--- config.mk ---
export PLATFORM = sky130hd
export DESIGN_NAME = line_sensor_normalize_smooth_flat
export DESIGN_NICKNAME = d
export VERILOG_FILES = /design/src/lsns_pkg.sv /design/src/lsns_if.sv /design/src/lsns_avg_ram.sv /design/src/lsns_div.sv /design/src/lsns_ema.sv /design/src/line_sensor_normalize_smooth.sv /design/src/flat_wrapper.sv
export VERILOG_INCLUDE_DIRS = /design/src /design/src/src
export SDC_FILE = /design/constraint.sdc
export NUM_CORES = 2
export LEC_CHECK = 0
export BUFFER_PORTS_ARGS = -buffer_cell sky130_fd_sc_hd__buf_2
export CORE_ASPECT_RATIO = 2
export CORE_MARGIN = 4
export CORE_UTILIZATION = 55
export CTS_CLUSTER_SIZE = 16
export DETAILED_ROUTE_END_ITERATION = 7
export PLACE_DENSITY = 0.72
export SYNTH_ARGS = -nofsm -noshare
export SYNTH_HDL_FRONTEND = slang
export SYNTH_SLANG_ARGS = --single-unit
--- constraint.sdc ---
create_clock -name clk -period 14.03 [get_ports clk]
set_input_delay 1.403 -clock clk [delete_from_list [all_inputs] [get_ports clk]]
set_output_delay 1.403 -clock clk [all_outputs]
set_load 0.02 [all_outputs]
--- src/line_sensor_normalize_smooth_assert.svh ---
// assertion macros for the line sensor normaliser
// used by the top level only; no other dependencies
`ifndef LINE_SENSOR_NORMALIZE_SMOOTH_ASSERT_SVH
`define LINE_SENSOR_NORMALIZE_SMOOTH_ASSERT_SVH

// condition holds in the same cycle as the trigger
`define LSNS_ASSERT_NOW(label, clk, rst, pre, post) \
  label: assert property (@(posedge clk) disable iff (rst) (pre) |-> (post)) \
    else $error("lsns check failed");

// condition holds in the cycle after the trigger
`define LSNS_ASSERT_NEXT(label, clk, rst, pre, post) \
  label: assert property (@(posedge clk) disable iff (rst) (pre) |=> (post)) \
    else $error("lsns check failed");

`endif

--- src/lsns_pkg.sv ---
// shared constants, types and register codes for the line sensor normaliser
// no dependencies
`timescale 1ns / 1ps

package lsns_pkg;

  // channel count and lane layout
  localparam int CHANNELS  = 4;
  localparam int LANES     = 4;
  localparam int ACTIVE_CH = (CHANNELS < LANES) ? CHANNELS : LANES;
  localparam int CH_W      = $clog2(LANES);

  // field widths
  localparam int RAW_W   = 8;
  localparam int LEVEL_W = 10;
  localparam int AVG_W   = 26;
  localparam int ALPHA_W = 16;

  // configuration port
  localparam int CFG_IDX_W  = 2;
  localparam int CFG_DATA_W = 32;

  // normalisation and divider sizing
  localparam logic [LEVEL_W-1:0] FULL_SCALE = LEVEL_W'(1000);
  localparam int NUM_W       = RAW_W + LEVEL_W;
  localparam int QUO_W       = LEVEL_W;
  localparam int DIV_STEPS   = QUO_W / 2;
  localparam int DIV_CNT_W   = $clog2(DIV_STEPS + 1);

  // smoothing arithmetic
  localparam int WEIGHT_W    = ALPHA_W + 1;
  localparam int PROD_A_W    = ALPHA_W + AVG_W;
  localparam logic [WEIGHT_W-1:0] ONE_Q16 = WEIGHT_W'(65536);

  // register indexes
  typedef enum logic [CFG_IDX_W-1:0] {
    REG_CAL_MIN = 2'd0,
    REG_CAL_MAX = 2'd1,
    REG_ALPHA   = 2'd2
  } cfg_reg_t;

  // divider request and status
  typedef struct packed {
    logic             start;
    logic [NUM_W-1:0] numer;
    logic [RAW_W-1:0] denom;
  } div_req_t;

  typedef struct packed {
    logic busy;
    logic last;
  } div_stat_t;

  // smoothing unit request
  typedef struct packed {
    logic               load;
    logic [ALPHA_W-1:0] alpha;
    logic [LEVEL_W-1:0] norm;
  } ema_req_t;

endpackage

--- src/lsns_if.sv ---
// valid/ready channel interfaces for sample words and result words
// depends on lsns_pkg
`timescale 1ns / 1ps

interface lsns_sample_if;
  logic                       valid;
  logic                       ready;
  logic [lsns_pkg::RAW_W-1:0] sample_ch0;
  logic [lsns_pkg::RAW_W-1:0] sample_ch1;
  logic [lsns_pkg::RAW_W-1:0] sample_ch2;
  logic [lsns_pkg::RAW_W-1:0] sample_ch3;
  logic                       read_ok;

  modport source (output valid, sample_ch0, sample_ch1, sample_ch2, sample_ch3, read_ok,
                  input ready);
  modport sink (input valid, sample_ch0, sample_ch1, sample_ch2, sample_ch3, read_ok,
                output ready);
endinterface

interface lsns_result_if;
  logic                         valid;
  logic                         ready;
  logic [lsns_pkg::RAW_W-1:0]   echo_ch0;
  logic [lsns_pkg::RAW_W-1:0]   echo_ch1;
  logic [lsns_pkg::RAW_W-1:0]   echo_ch2;
  logic [lsns_pkg::RAW_W-1:0]   echo_ch3;
  logic [lsns_pkg::LEVEL_W-1:0] level_ch0;
  logic [lsns_pkg::LEVEL_W-1:0] level_ch1;
  logic [lsns_pkg::LEVEL_W-1:0] level_ch2;
  logic [lsns_pkg::LEVEL_W-1:0] level_ch3;
  logic                         fresh;

  modport source (output valid, echo_ch0, echo_ch1, echo_ch2, echo_ch3,
                  level_ch0, level_ch1, level_ch2, level_ch3, fresh,
                  input ready);
  modport sink (input valid, echo_ch0, echo_ch1, echo_ch2, echo_ch3,
                level_ch0, level_ch1, level_ch2, level_ch3, fresh,
                output ready);
endinterface

--- src/lsns_avg_ram.sv ---
// per-channel moving average store, one read and one write port, registered read
// depends on lsns_pkg
`timescale 1ns / 1ps

module lsns_avg_ram (
  input  logic                           clk,
  input  logic                           rst,
  input  logic                           rd_en,
  input  logic [lsns_pkg::CH_W-1:0]      rd_addr,
  output logic [lsns_pkg::AVG_W-1:0]     rd_data,
  input  logic                           wr_en,
  input  logic [lsns_pkg::CH_W-1:0]      wr_addr,
  input  logic [lsns_pkg::AVG_W-1:0]     wr_data
);

  logic [lsns_pkg::AVG_W-1:0] mem [lsns_pkg::LANES];
  logic [lsns_pkg::LANES-1:0] written;

  // storage array
  always_ff @(posedge clk) begin
    if (wr_en) begin
      mem[wr_addr] <= wr_data;
    end
  end

  // entries never written since reset read as zero
  always_ff @(posedge clk) begin
    if (rst) begin
      written <= '0;
    end else if (wr_en) begin
      written[wr_addr] <= 1'b1;
    end
  end

  // registered read with write forwarding on the same entry
  always_ff @(posedge clk) begin
    if (rd_en) begin
      if (wr_en && (wr_addr == rd_addr)) begin
        rd_data <= wr_data;
      end else if (written[rd_addr]) begin
        rd_data <= mem[rd_addr];
      end else begin
        rd_data <= '0;
      end
    end
  end

endmodule

--- src/lsns_div.sv ---
// iterative restoring divider, two quotient bits per cycle
// depends on lsns_pkg
`timescale 1ns / 1ps

module lsns_div (
  input  logic                        clk,
  input  logic                        rst,
  input  lsns_pkg::div_req_t          req,
  output lsns_pkg::div_stat_t         stat,
  output logic [lsns_pkg::QUO_W-1:0]  quotient
);

  logic [lsns_pkg::RAW_W-1:0]     rem;
  logic [lsns_pkg::RAW_W-1:0]     divisor;
  logic [lsns_pkg::QUO_W-1:0]     bits;
  logic [lsns_pkg::DIV_CNT_W-1:0] count;

  logic [lsns_pkg::RAW_W:0]   trial_a;
  logic [lsns_pkg::RAW_W:0]   trial_b;
  logic [lsns_pkg::RAW_W-1:0] rem_a;
  logic [lsns_pkg::RAW_W-1:0] rem_next;
  logic                       q_a;
  logic                       q_b;

  // two compare-subtract steps on the partial remainder
  always_comb begin
    trial_a = {rem, bits[lsns_pkg::QUO_W-1]};
    q_a     = (trial_a >= {1'b0, divisor});
    rem_a   = q_a ? lsns_pkg::RAW_W'(trial_a - {1'b0, divisor})
                  : trial_a[lsns_pkg::RAW_W-1:0];
    trial_b = {rem_a, bits[lsns_pkg::QUO_W-2]};
    q_b     = (trial_b >= {1'b0, divisor});
    rem_next = q_b ? lsns_pkg::RAW_W'(trial_b - {1'b0, divisor})
                   : trial_b[lsns_pkg::RAW_W-1:0];
  end

  // iteration counter
  always_ff @(posedge clk) begin
    if (rst) begin
      count <= '0;
    end else if (req.start) begin
      count <= lsns_pkg::DIV_CNT_W'(lsns_pkg::DIV_STEPS);
    end else if (count != '0) begin
      count <= count - 1'b1;
    end
  end

  // datapath; quotient below 1024 so the top numerator bits seed the remainder
  always_ff @(posedge clk) begin
    if (req.start) begin
      rem      <= req.numer[lsns_pkg::NUM_W-1 -: lsns_pkg::RAW_W];
      bits     <= req.numer[lsns_pkg::QUO_W-1:0];
      divisor  <= req.denom;
    end else if (count != '0) begin
      rem      <= rem_next;
      bits     <= {bits[lsns_pkg::QUO_W-3:0], 2'b00};
      quotient <= {quotient[lsns_pkg::QUO_W-3:0], q_a, q_b};
    end
  end

  assign stat.busy = (count != '0);
  assign stat.last = (count == lsns_pkg::DIV_CNT_W'(1));

endmodule

--- src/lsns_ema.sv ---
// moving average update: product stage then floor, add and clamp
// depends on lsns_pkg
`timescale 1ns / 1ps

module lsns_ema (
  input  logic                          clk,
  input  lsns_pkg::ema_req_t            req,
  input  logic [lsns_pkg::AVG_W-1:0]    avg_old,
  output logic [lsns_pkg::AVG_W-1:0]    avg_next,
  output logic [lsns_pkg::LEVEL_W-1:0]  level
);

  logic [lsns_pkg::PROD_A_W-1:0] prod_a;
  logic [lsns_pkg::AVG_W-1:0]    prod_b;
  logic [lsns_pkg::WEIGHT_W-1:0] weight_new;
  logic [lsns_pkg::LEVEL_W-1:0]  avg_int;

  assign weight_new = lsns_pkg::ONE_Q16 - lsns_pkg::WEIGHT_W'(req.alpha);

  // old average weighted by alpha, new level by the complement (already in Q16)
  always_ff @(posedge clk) begin
    if (req.load) begin
      prod_a <= lsns_pkg::PROD_A_W'(req.alpha) * lsns_pkg::PROD_A_W'(avg_old);
      prod_b <= lsns_pkg::AVG_W'(weight_new) * lsns_pkg::AVG_W'(req.norm);
    end
  end

  // floor of the weighted sum, wrapped to Q10.16
  assign avg_next = prod_a[lsns_pkg::PROD_A_W-1 -: lsns_pkg::AVG_W] + prod_b;
  assign avg_int  = avg_next[lsns_pkg::AVG_W-1 -: lsns_pkg::LEVEL_W];
  assign level    = (avg_int > lsns_pkg::FULL_SCALE) ? lsns_pkg::FULL_SCALE : avg_int;

endmodule

--- src/line_sensor_normalize_smooth.sv ---
// line sensor min/max normaliser with per-channel moving average
// sequence: on a good read each channel passes through read, divide, multiply and accumulate
//   states before output; a failed read goes straight to output. No new word is taken until
//   the sequencer is back in idle, after the previous result is loaded into the output register
// reset: calibration to full range, alpha 0, cached levels and averages read as zero
// depends on lsns_pkg, lsns_if, lsns_avg_ram, lsns_div, lsns_ema
`timescale 1ns / 1ps
`include "line_sensor_normalize_smooth_assert.svh"

module line_sensor_normalize_smooth (
  input  logic                              clk,
  input  logic                              rst,
  input  logic                              cfg_write,
  input  logic [lsns_pkg::CFG_IDX_W-1:0]    cfg_index,
  input  logic [lsns_pkg::CFG_DATA_W-1:0]   cfg_data,
  lsns_sample_if.sink                       sample,
  lsns_result_if.source                     result
);

  typedef enum logic [5:0] {
    ST_IDLE = 6'b000001,
    ST_RD   = 6'b000010,
    ST_DIV  = 6'b000100,
    ST_MUL  = 6'b001000,
    ST_ACC  = 6'b010000,
    ST_OUT  = 6'b100000
  } state_t;

  state_t state;
  state_t state_next;

  logic [lsns_pkg::CFG_DATA_W-1:0] cal_min;
  logic [lsns_pkg::CFG_DATA_W-1:0] cal_max;
  logic [lsns_pkg::ALPHA_W-1:0]    alpha;

  logic [lsns_pkg::CH_W-1:0]    ch;
  logic [lsns_pkg::RAW_W-1:0]   raw_q [lsns_pkg::LANES];
  logic                         fresh_q;
  logic [lsns_pkg::LEVEL_W-1:0] norm_q;

  logic [lsns_pkg::RAW_W-1:0]   cached_raw   [lsns_pkg::LANES];
  logic [lsns_pkg::LEVEL_W-1:0] cached_level [lsns_pkg::LANES];

  logic                         out_valid;
  logic [lsns_pkg::RAW_W-1:0]   out_echo  [lsns_pkg::LANES];
  logic [lsns_pkg::LEVEL_W-1:0] out_level [lsns_pkg::LANES];
  logic                         out_fresh;

  logic                         in_take;
  logic                         out_load;
  logic                         last_ch;
  logic                         alpha_on;
  logic [lsns_pkg::RAW_W-1:0]   raw_cur;
  logic [lsns_pkg::RAW_W-1:0]   mn_cur;
  logic [lsns_pkg::RAW_W-1:0]   mx_cur;
  logic [lsns_pkg::RAW_W-1:0]   diff;
  logic [lsns_pkg::LEVEL_W-1:0] norm_sel;

  lsns_pkg::div_req_t           div_req;
  lsns_pkg::div_stat_t          div_stat;
  logic [lsns_pkg::QUO_W-1:0]   div_quo;
  lsns_pkg::ema_req_t           ema_req;
  logic [lsns_pkg::AVG_W-1:0]   avg_rd;
  logic [lsns_pkg::AVG_W-1:0]   avg_next;
  logic [lsns_pkg::LEVEL_W-1:0] ema_level;

  // configuration registers
  always_ff @(posedge clk) begin
    if (rst) begin
      cal_min <= '0;
      cal_max <= '1;
      alpha   <= '0;
    end else if (cfg_write) begin
      case (lsns_pkg::cfg_reg_t'(cfg_index))
        lsns_pkg::REG_CAL_MIN: cal_min <= cfg_data;
        lsns_pkg::REG_CAL_MAX: cal_max <= cfg_data;
        lsns_pkg::REG_ALPHA:   alpha   <= cfg_data[lsns_pkg::ALPHA_W-1:0];
        default: ;
      endcase
    end
  end

  assign in_take      = sample.valid && sample.ready;
  assign sample.ready = (state == ST_IDLE);
  assign out_load     = (state == ST_OUT) && (!out_valid || result.ready);
  assign last_ch      = (ch == lsns_pkg::CH_W'(lsns_pkg::ACTIVE_CH - 1));
  assign alpha_on     = (alpha != '0);

  // current channel operands
  assign raw_cur = raw_q[ch];
  assign mn_cur  = cal_min[ch * lsns_pkg::RAW_W +: lsns_pkg::RAW_W];
  assign mx_cur  = cal_max[ch * lsns_pkg::RAW_W +: lsns_pkg::RAW_W];
  assign diff    = raw_cur - mn_cur;

  // divider launch: (raw - min) * 1000 / (max - min)
  assign div_req.start = (state == ST_RD);
  assign div_req.numer = lsns_pkg::NUM_W'(diff) * lsns_pkg::NUM_W'(lsns_pkg::FULL_SCALE);
  assign div_req.denom = mx_cur - mn_cur;

  // bounds override the quotient
  always_comb begin
    if (raw_cur <= mn_cur) begin
      norm_sel = '0;
    end else if (raw_cur >= mx_cur) begin
      norm_sel = lsns_pkg::FULL_SCALE;
    end else begin
      norm_sel = div_quo;
    end
  end

  assign ema_req.load  = (state == ST_MUL);
  assign ema_req.alpha = alpha;
  assign ema_req.norm  = norm_sel;

  lsns_div u_div (
    .clk      (clk),
    .rst      (rst),
    .req      (div_req),
    .stat     (div_stat),
    .quotient (div_quo)
  );

  lsns_avg_ram u_avg_ram (
    .clk     (clk),
    .rst     (rst),
    .rd_en   (state == ST_RD),
    .rd_addr (ch),
    .rd_data (avg_rd),
    .wr_en   ((state == ST_ACC) && alpha_on),
    .wr_addr (ch),
    .wr_data (avg_next)
  );

  lsns_ema u_ema (
    .clk      (clk),
    .req      (ema_req),
    .avg_old  (avg_rd),
    .avg_next (avg_next),
    .level    (ema_level)
  );

  // sequencer
  always_comb begin
    state_next = state;
    case (state)
      ST_IDLE: if (in_take) state_next = sample.read_ok ? ST_RD : ST_OUT;
      ST_RD:   state_next = ST_DIV;
      ST_DIV:  if (div_stat.last) state_next = ST_MUL;
      ST_MUL:  state_next = ST_ACC;
      ST_ACC:  state_next = last_ch ? ST_OUT : ST_RD;
      ST_OUT:  if (out_load) state_next = ST_IDLE;
      default: state_next = ST_IDLE;
    endcase
  end

  always_ff @(posedge clk) begin
    if (rst) begin
      state <= ST_IDLE;
      ch    <= '0;
    end else begin
      state <= state_next;
      if (in_take) begin
        ch <= '0;
      end else if ((state == ST_ACC) && !last_ch) begin
        ch <= ch + 1'b1;
      end
    end
  end

  // input word capture
  always_ff @(posedge clk) begin
    if (in_take) begin
      raw_q[0] <= sample.sample_ch0;
      raw_q[1] <= sample.sample_ch1;
      raw_q[2] <= sample.sample_ch2;
      raw_q[3] <= sample.sample_ch3;
      fresh_q  <= sample.read_ok;
    end
    if (state == ST_MUL) begin
      norm_q <= norm_sel;
    end
  end

  // cached readings, updated one channel per pass
  always_ff @(posedge clk) begin
    if (rst) begin
      for (int i = 0; i < lsns_pkg::LANES; i++) begin
        cached_raw[i]   <= '0;
        cached_level[i] <= '0;
      end
    end else if (state == ST_ACC) begin
      cached_raw[ch]   <= raw_cur;
      cached_level[ch] <= alpha_on ? ema_level : norm_q;
    end
  end

  // output register
  always_ff @(posedge clk) begin
    if (rst) begin
      out_valid <= 1'b0;
    end else if (out_load) begin
      out_valid <= 1'b1;
    end else if (result.ready) begin
      out_valid <= 1'b0;
    end
  end

  always_ff @(posedge clk) begin
    if (out_load) begin
      for (int i = 0; i < lsns_pkg::LANES; i++) begin
        out_echo[i]  <= cached_raw[i];
        out_level[i] <= cached_level[i];
      end
      out_fresh <= fresh_q;
    end
  end

  assign result.valid     = out_valid;
  assign result.echo_ch0  = out_echo[0];
  assign result.echo_ch1  = out_echo[1];
  assign result.echo_ch2  = out_echo[2];
  assign result.echo_ch3  = out_echo[3];
  assign result.level_ch0 = out_level[0];
  assign result.level_ch1 = out_level[1];
  assign result.level_ch2 = out_level[2];
  assign result.level_ch3 = out_level[3];
  assign result.fresh     = out_fresh;

  // checks
  `LSNS_ASSERT_NEXT(a_fail_skips_work, clk, rst, in_take && !sample.read_ok, state == ST_OUT)
  `LSNS_ASSERT_NEXT(a_ok_starts_ch0, clk, rst, in_take && sample.read_ok, (state == ST_RD) && (ch == '0))
  `LSNS_ASSERT_NOW(a_div_quiet_idle, clk, rst, state == ST_IDLE, !div_stat.busy)
  `LSNS_ASSERT_NOW(a_level_range, clk, rst, result.valid, (result.level_ch0 <= lsns_pkg::FULL_SCALE) && (result.level_ch1 <= lsns_pkg::FULL_SCALE) && (result.level_ch2 <= lsns_pkg::FULL_SCALE) && (result.level_ch3 <= lsns_pkg::FULL_SCALE))

endmodule
--- src/flat_wrapper.sv ---
// flat-port wrapper written by rule: the top's interface ports become plain ports
module line_sensor_normalize_smooth_flat 
  (clk, rst, cfg_write, cfg_index, cfg_data, sample_valid, sample_sample_ch0, sample_sample_ch1, sample_sample_ch2, sample_sample_ch3, sample_read_ok, sample_ready, result_valid, result_echo_ch0, result_echo_ch1, result_echo_ch2, result_echo_ch3, result_level_ch0, result_level_ch1, result_level_ch2, result_level_ch3, result_fresh, result_ready);
  lsns_sample_if sample_i ();
  lsns_result_if result_i ();
  input  logic clk;
  input  logic rst;
  input  logic cfg_write;
  input  logic [lsns_pkg::CFG_IDX_W-1:0] cfg_index;
  input  logic [lsns_pkg::CFG_DATA_W-1:0] cfg_data;
  input wire logic [$bits(sample_i.valid)-1:0] sample_valid;
  input wire logic [$bits(sample_i.sample_ch0)-1:0] sample_sample_ch0;
  input wire logic [$bits(sample_i.sample_ch1)-1:0] sample_sample_ch1;
  input wire logic [$bits(sample_i.sample_ch2)-1:0] sample_sample_ch2;
  input wire logic [$bits(sample_i.sample_ch3)-1:0] sample_sample_ch3;
  input wire logic [$bits(sample_i.read_ok)-1:0] sample_read_ok;
  output wire logic [$bits(sample_i.ready)-1:0] sample_ready;
  output wire logic [$bits(result_i.valid)-1:0] result_valid;
  output wire logic [$bits(result_i.echo_ch0)-1:0] result_echo_ch0;
  output wire logic [$bits(result_i.echo_ch1)-1:0] result_echo_ch1;
  output wire logic [$bits(result_i.echo_ch2)-1:0] result_echo_ch2;
  output wire logic [$bits(result_i.echo_ch3)-1:0] result_echo_ch3;
  output wire logic [$bits(result_i.level_ch0)-1:0] result_level_ch0;
  output wire logic [$bits(result_i.level_ch1)-1:0] result_level_ch1;
  output wire logic [$bits(result_i.level_ch2)-1:0] result_level_ch2;
  output wire logic [$bits(result_i.level_ch3)-1:0] result_level_ch3;
  output wire logic [$bits(result_i.fresh)-1:0] result_fresh;
  input wire logic [$bits(result_i.ready)-1:0] result_ready;
  assign sample_i.valid = sample_valid;
  assign sample_i.sample_ch0 = sample_sample_ch0;
  assign sample_i.sample_ch1 = sample_sample_ch1;
  assign sample_i.sample_ch2 = sample_sample_ch2;
  assign sample_i.sample_ch3 = sample_sample_ch3;
  assign sample_i.read_ok = sample_read_ok;
  assign sample_ready = sample_i.ready;
  assign result_valid = result_i.valid;
  assign result_echo_ch0 = result_i.echo_ch0;
  assign result_echo_ch1 = result_i.echo_ch1;
  assign result_echo_ch2 = result_i.echo_ch2;
  assign result_echo_ch3 = result_i.echo_ch3;
  assign result_level_ch0 = result_i.level_ch0;
  assign result_level_ch1 = result_i.level_ch1;
  assign result_level_ch2 = result_i.level_ch2;
  assign result_level_ch3 = result_i.level_ch3;
  assign result_fresh = result_i.fresh;
  assign result_i.ready = result_ready;
  line_sensor_normalize_smooth u_core (.clk(clk), .rst(rst), .cfg_write(cfg_write), .cfg_index(cfg_index), .cfg_data(cfg_data), .sample(sample_i), .result(result_i));
endmodule
# Yosys cells after proc, flatten, opt, wreduce, memory -nomap -nowiden
# Memories as Yosys holds them, arrays and structs flattened. A register that Yosys moved wholly into a read port is not among the register bits.
# Index checks and enable logic that the tools add are counted.
# word_totals
register_bits	235
ram_bits	280
in_bits	72
output_inout_bits	75
elab_cells	129
memories	6
# op_classes
n_addsub	8
mul	3
order_cmp	7
n_eq_ne	13
shifts	2
mux	47
n_bitwise	2
reduce_logical	22
# memory_table
memory	depth	width	rd	rd_ports_with_merged_regs	write_ports	line_no	source
u_core.u_avg_ram.mem	4	26	1	1	1	lsns_avg_ram.sv:16	logic [lsns_pkg::AVG_W-1:0] mem [lsns_pkg::LANES];
u_core.cached_level	4	10	4	0	4	line_sensor_normalize_smooth.sv:42	logic [lsns_pkg::LEVEL_W-1:0] cached_level [lsns_pkg::LANES];
u_core.out_level	4	10	4	0	4	line_sensor_normalize_smooth.sv:46	logic [lsns_pkg::LEVEL_W-1:0] out_level [lsns_pkg::LANES];
u_core.cached_raw	4	8	4	0	4	line_sensor_normalize_smooth.sv:41	logic [lsns_pkg::RAW_W-1:0] cached_raw [lsns_pkg::LANES];
u_core.out_echo	4	8	4	0	4	line_sensor_normalize_smooth.sv:45	logic [lsns_pkg::RAW_W-1:0] out_echo [lsns_pkg::LANES];
u_core.raw_q	4	8	1	1	4	line_sensor_normalize_smooth.sv:37	logic [lsns_pkg::RAW_W-1:0] raw_q [lsns_pkg::LANES];
# op_table
cell	n
10-bit two-way mux	7
32-bit by 6-bit variable part select with 8-bit output	2
26-bit two-way mux	2
16-bit by 26-bit multiplier with 42-bit output	1
8-bit two-way mux	5
6-bit one-hot mux with 6 select lines	1
8-bit subtractor	4
6-bit two-way mux	5
26-bit adder	1
17-bit by 10-bit multiplier with 26-bit output	1
9-bit by 8-bit >= comparator with 1-bit output	2
1-bit two-way mux	17
17-bit by 16-bit subtractor with 17-bit output, first input constant	1
16-bit nonzero test	1
8-bit by 7-bit multiplier with 15-bit output, second input constant	1
2-bit two-way mux	6
10-bit greater-than comparator, second input constant	1
10-bit OR reduction	1
8-bit >= comparator	1
8-bit <= comparator	1
2-bit AND reduction	4
8-bit OR reduction	1
6-bit by 1-bit == test with 1-bit output, second input constant	1
6-bit by 2-bit == test with 1-bit output, second input constant	1
26 further kinds	36

# Depth between registers and ports, before layout
# logic_depth
ltp_word	6
depth_mapped	37
mapped_depth_nobuf	33

# Cells and area by module
# From an unflattened synthesis, not the netlist that was laid out.
# unflattened
hier_cells	3806
area_unflattened_um2	41244.6
# modules_own_cells
mod	n_inst	cells_each	area_per_inst_um2	seq_area_each_um2
lsns_ema	1	2373	21369.2	1561.5
line_sensor_normalize_smooth	1	1017	12482.0	7467.2
lsns_avg_ram	1	216	5021.1	3983.8
lsns_div	1	200	2372.3	1141.1

# Worst setup path before layout
# No wires, ideal clock.
# synth_path
kind	register to register
start	reg with a tool-made name
end	reg u_core.u_ema.prod_b[23] in the netlist's numbering, data pin
setup_ns	0.258
arrival_time_ns	8.618
t_required_ns	13.772
setup_slack_ns	5.154
stages_incl_launch_ff	36
n_path_buf	4
synth_period_minus_slack_ns	8.876
path_cell_list	dfxtp_1 > clkbuf_1 > buf_1 > mux4_2 > inv_1 > ha_1 > nand2b_1 > a21o_1 > a21oi_1 > o21ai_0 > o41a_1 > nor2b_1 > and2_1 > clkbuf_1 > clkbuf_1 > nand2_1 > fa_1 > inv_1 > fa_1 > inv_1 > fa_1 > inv_1 > fa_1 > inv_1 > fa_1 > inv_1 > ha_1 > a21oi_1 > nor2b_1 > nor4b_1 > a221oi_1 > a2111oi_0 > o21ai_0 > a41oi_1 > nor2b_1 > xnor2_1
# synth_lines
item	line_no	source
to (signal assigned)	lsns_ema.sv:24	prod_b <= lsns_pkg::AVG_W'(weight_new) * lsns_pkg::AVG_W'(req.norm);
to (decl)	lsns_ema.sv:14	logic [lsns_pkg::AVG_W-1:0] prod_b;

==> flow_summary_export.csv <==
group,metric,value,unit
status,status,"finished clean",
synth,ys_types,73,
placement,hpwl,79.8,mm
global_route,grt_usage,27.2,%
drt,wire_per_inst,21.7,µm
drt,firstDrtPassIters,7,
cells_and_area,finalInstanceArea,43100,µm²
cts,cts_buffers,42,
die,dieArea,77600,µm²
cts,cts_tree,"yes",
sta,worst_pin_slew,1240,ps
die,die_x,199,µm
cells_and_area,area_growth,7.43,%
synth,synth_edf_count,403,
worst_setup_path,r2r_end,"u_core.u_ema.prod_b[23]",
synth,synthArstFlopShare,0,%
die,core-area,72000,µm²
global_route,grt_pass1_wl,162,mm
synth,syn_area,40100,µm²
drt,first_iter_violations,1655,
cts,cts_resized,0,
cts,h-tree-depth,2,
worst_setup_path,critPathBufInv,7,
sta,clock_skew,33.7,ps
placement,post_dp_cell_area,41800,µm²
synth,synthCells,3742,
global_route,grt_start_max_net_pins,89,
placement,gp_congestion,0.958,
cts,cts-root-buf,"clkbuf_16",
synth,synth.top_cell.area_share,30.1,%
synth,synth_commonest_cells,"nand2_1 (625), inv_1 (567), fa_1 (477)",
sta,timing.final.crit_share,72.4,%
sta,layout_min_cycle_time,10150,ps
power,vdd_drop_max,0.000486,V
worst_setup_path,endpoint,"u_core.u_ema.prod_b[23]",
drt,vias_per_cell,5.78,
die,initial_core_util,55.8,%
worst_setup_path,endpoint_kind,"flop",
worst_setup_path,crit_family,"adder cells",
worst_setup_path,crit_slowest_cell,"a2111oi_0",
drt,drc,0,
die,row_count,139,
min_path,hold_path.class,"flop to flop",
drt,drt_wl_total,104,mm
power,power_density,209,nW/µm²
cells_and_area,regArea,14100,µm²
worst_setup_path,cp_max_fo,34,
cts,holdBufCountCts,0,
sta,max-slew-margin-rel,16.8,%
synth,synth.most_common_cell,"nand2_1",
worst_setup_path,required,14350,ps
synth,ys_top_cells_by_area,"edfxtp_1 (30%), fa_1 (24%), ha_1 (8.7%)",
drt,detail-route-antenna-nets,0,
worst_setup_path,cp_common_cell,"inv_1",
sta,fmax,98.5,MHz
worst_setup_path,max_stage_delay,820,ps
die,die_y,390,µm
worst_setup_path,path_class,"flop to flop",
global_route,overflow,0,
min_path,hp-start,"u_core.cached_raw[0][2]",
cells_and_area,layout-drive-gt1-share,8.97,%
worst_setup_path,reg2reg_slack,3880,ps
global_route,grt_pass1_vias,29700,
cts,clk_latency,580,ps
die,pin_count,147,
power,p_leak,0.0185,µW
synth,synth_nets,4570,
cells_and_area,multi_input_area,23400,µm²
worst_setup_path,arrival,10470,ps
cts,post_cts_buffers,0,
synth,yosysSeqAreaShare,35.0,%
global_route,antenna_found_initial,2,
cts,cts_buffer_depth,3,
cells_and_area,fin_util,59.9,%
synth,synth_area_per_cell,10.7,µm²
sta,finalSetupViolCount,0,
synth,yosysTopAreaCell,"edfxtp_1",
sta,rsz0062_at_grt,"false",
cts,clk_pin_slew,70,ps
cells_and_area,num-fill-cells,5897,
synth,ys_warn_count,0,
run,drv_cap,0,
worst_setup_path,rr_worst_depth,32,
worst_setup_path,startpoint_type,"flop",
sta,drv_slew,0,
synth,ys_seq_elements,501,
cts,numClockSinks,501,
drt,vias,27600,
cells_and_area,fin_nets,4658,
worst_setup_path,cp.depth,32,
synth,synth-main-ff-cell,"edfxtp_1",
placement,io_buffers,146,
sta,hold_violations,0,
sta,tns,0,ps
==> cell families (layout without fill, tap and decap cells) <==
kind of cell | count (synthesis) | after routing | synth area share (%)
AND/OR/NAND/NOR | 1217 | 1217 | 13.9
flip-flops | 501 | 501 | 35.0
other | 0 | 1 | 0
AO/OA/AOI/OAI | 335 | 335 | 5.34
multiplexers | 79 | 79 | 3.59
XOR/XNOR | 135 | 135 | 2.96
buffers and inverters | 719 | 833 | 6.74
adder cells (fa/ha/maj) | 756 | 756 | 32.5
==> final cells by class <==
cell class                 instances  area share (%)
inverter                         569            4.95
sequential                       501            32.6
tap                              916            2.66
clock buffer                      52            2.60
clock inverter                    18           0.380
multi-input combinational       2522            54.3
antenna                            1         0.00580
timing repair buffer             194            2.53
==> registers in the layout, indices dropped and copies added, names as in the netlist, 32 cells and up, named ones only <==
signal                flops
u_core.out_level         40
u_core.cal_min           32
u_core.cal_max           32
u_core.u_avg_ram.mem    104
u_core.cached_level      40
u_core.out_echo          32
u_core.raw_q             32
u_core.cached_raw        32
==> cells in the final DEF (no fill, tap or decap), types with 20 or more instances in the layout <==
cell type  instances
nand2_1          625
inv_1            566
fa_1             477
edfxtp_1         403
ha_1             279
nor2_1           188
and2_1           177
buf_2            146
a21oi_1          136
dfxtp_1           96
xnor2_1           85
o21ai_0           52
mux4_2            51
xor2_1            49
buf_4             48
a21o_1            45
clkbuf_16         43
nand3b_1          41
nor3_1            39
nand3_1           38
nand2b_1          20
nor2b_1           20
==> power breakdown <==
part / switching, µW / internal, µW
sequential: 63.7 / 1920
clock: 540 / 608
combinational: 3430 / 2450
==> routing by layer <==
metal | share of wire, % | track usage, % | wire length, µm
met5 | 0.026 | 0 | 27
met4 | 8.1 | 17.7 | 8440
met3 | 5.4 | 2.87 | 5550
met2 | 54 | 50.6 | 56100
met1 | 32 | 28.5 | 33600
==> metrics by stage <==
step / worst slack, ps / hold WS [ps] / instances / power, µW
CTS: 3800 / 418 / 4772 / 9040
floorplan: 5150 / 400 / 3742 / 6360
finish: 3880 / 417 / 4773 / 9010
global route: 3200 / 425 / 4772 / 9810
global placement: 4030 / 402 / 4702 / 7720
detailed placement: 3840 / 405 / 4702 / 7830
==> how the worst min path moves through the flow <==
| stage | endpoint | slack [ps] | depth (start not counted) |
|---|---|---|---|
| 2_1_floorplan | u_core.out_echo[0][0] | 400 | 0 |
| 3_3_place_gp | u_core.out_echo[0][4] | 400 | 0 |
| 3_5_place_dp | u_core.out_echo[0][2] | 400 | 0 |
| 4_1_cts | u_core.out_level[2][6] | 420 | 0 |
| 5_1_grt | u_core.out_level[0][8] | 430 | 0 |
| 6_report | u_core.out_echo[0][2] | 420 | 0 |
Power figures use the tool's default switching activity.
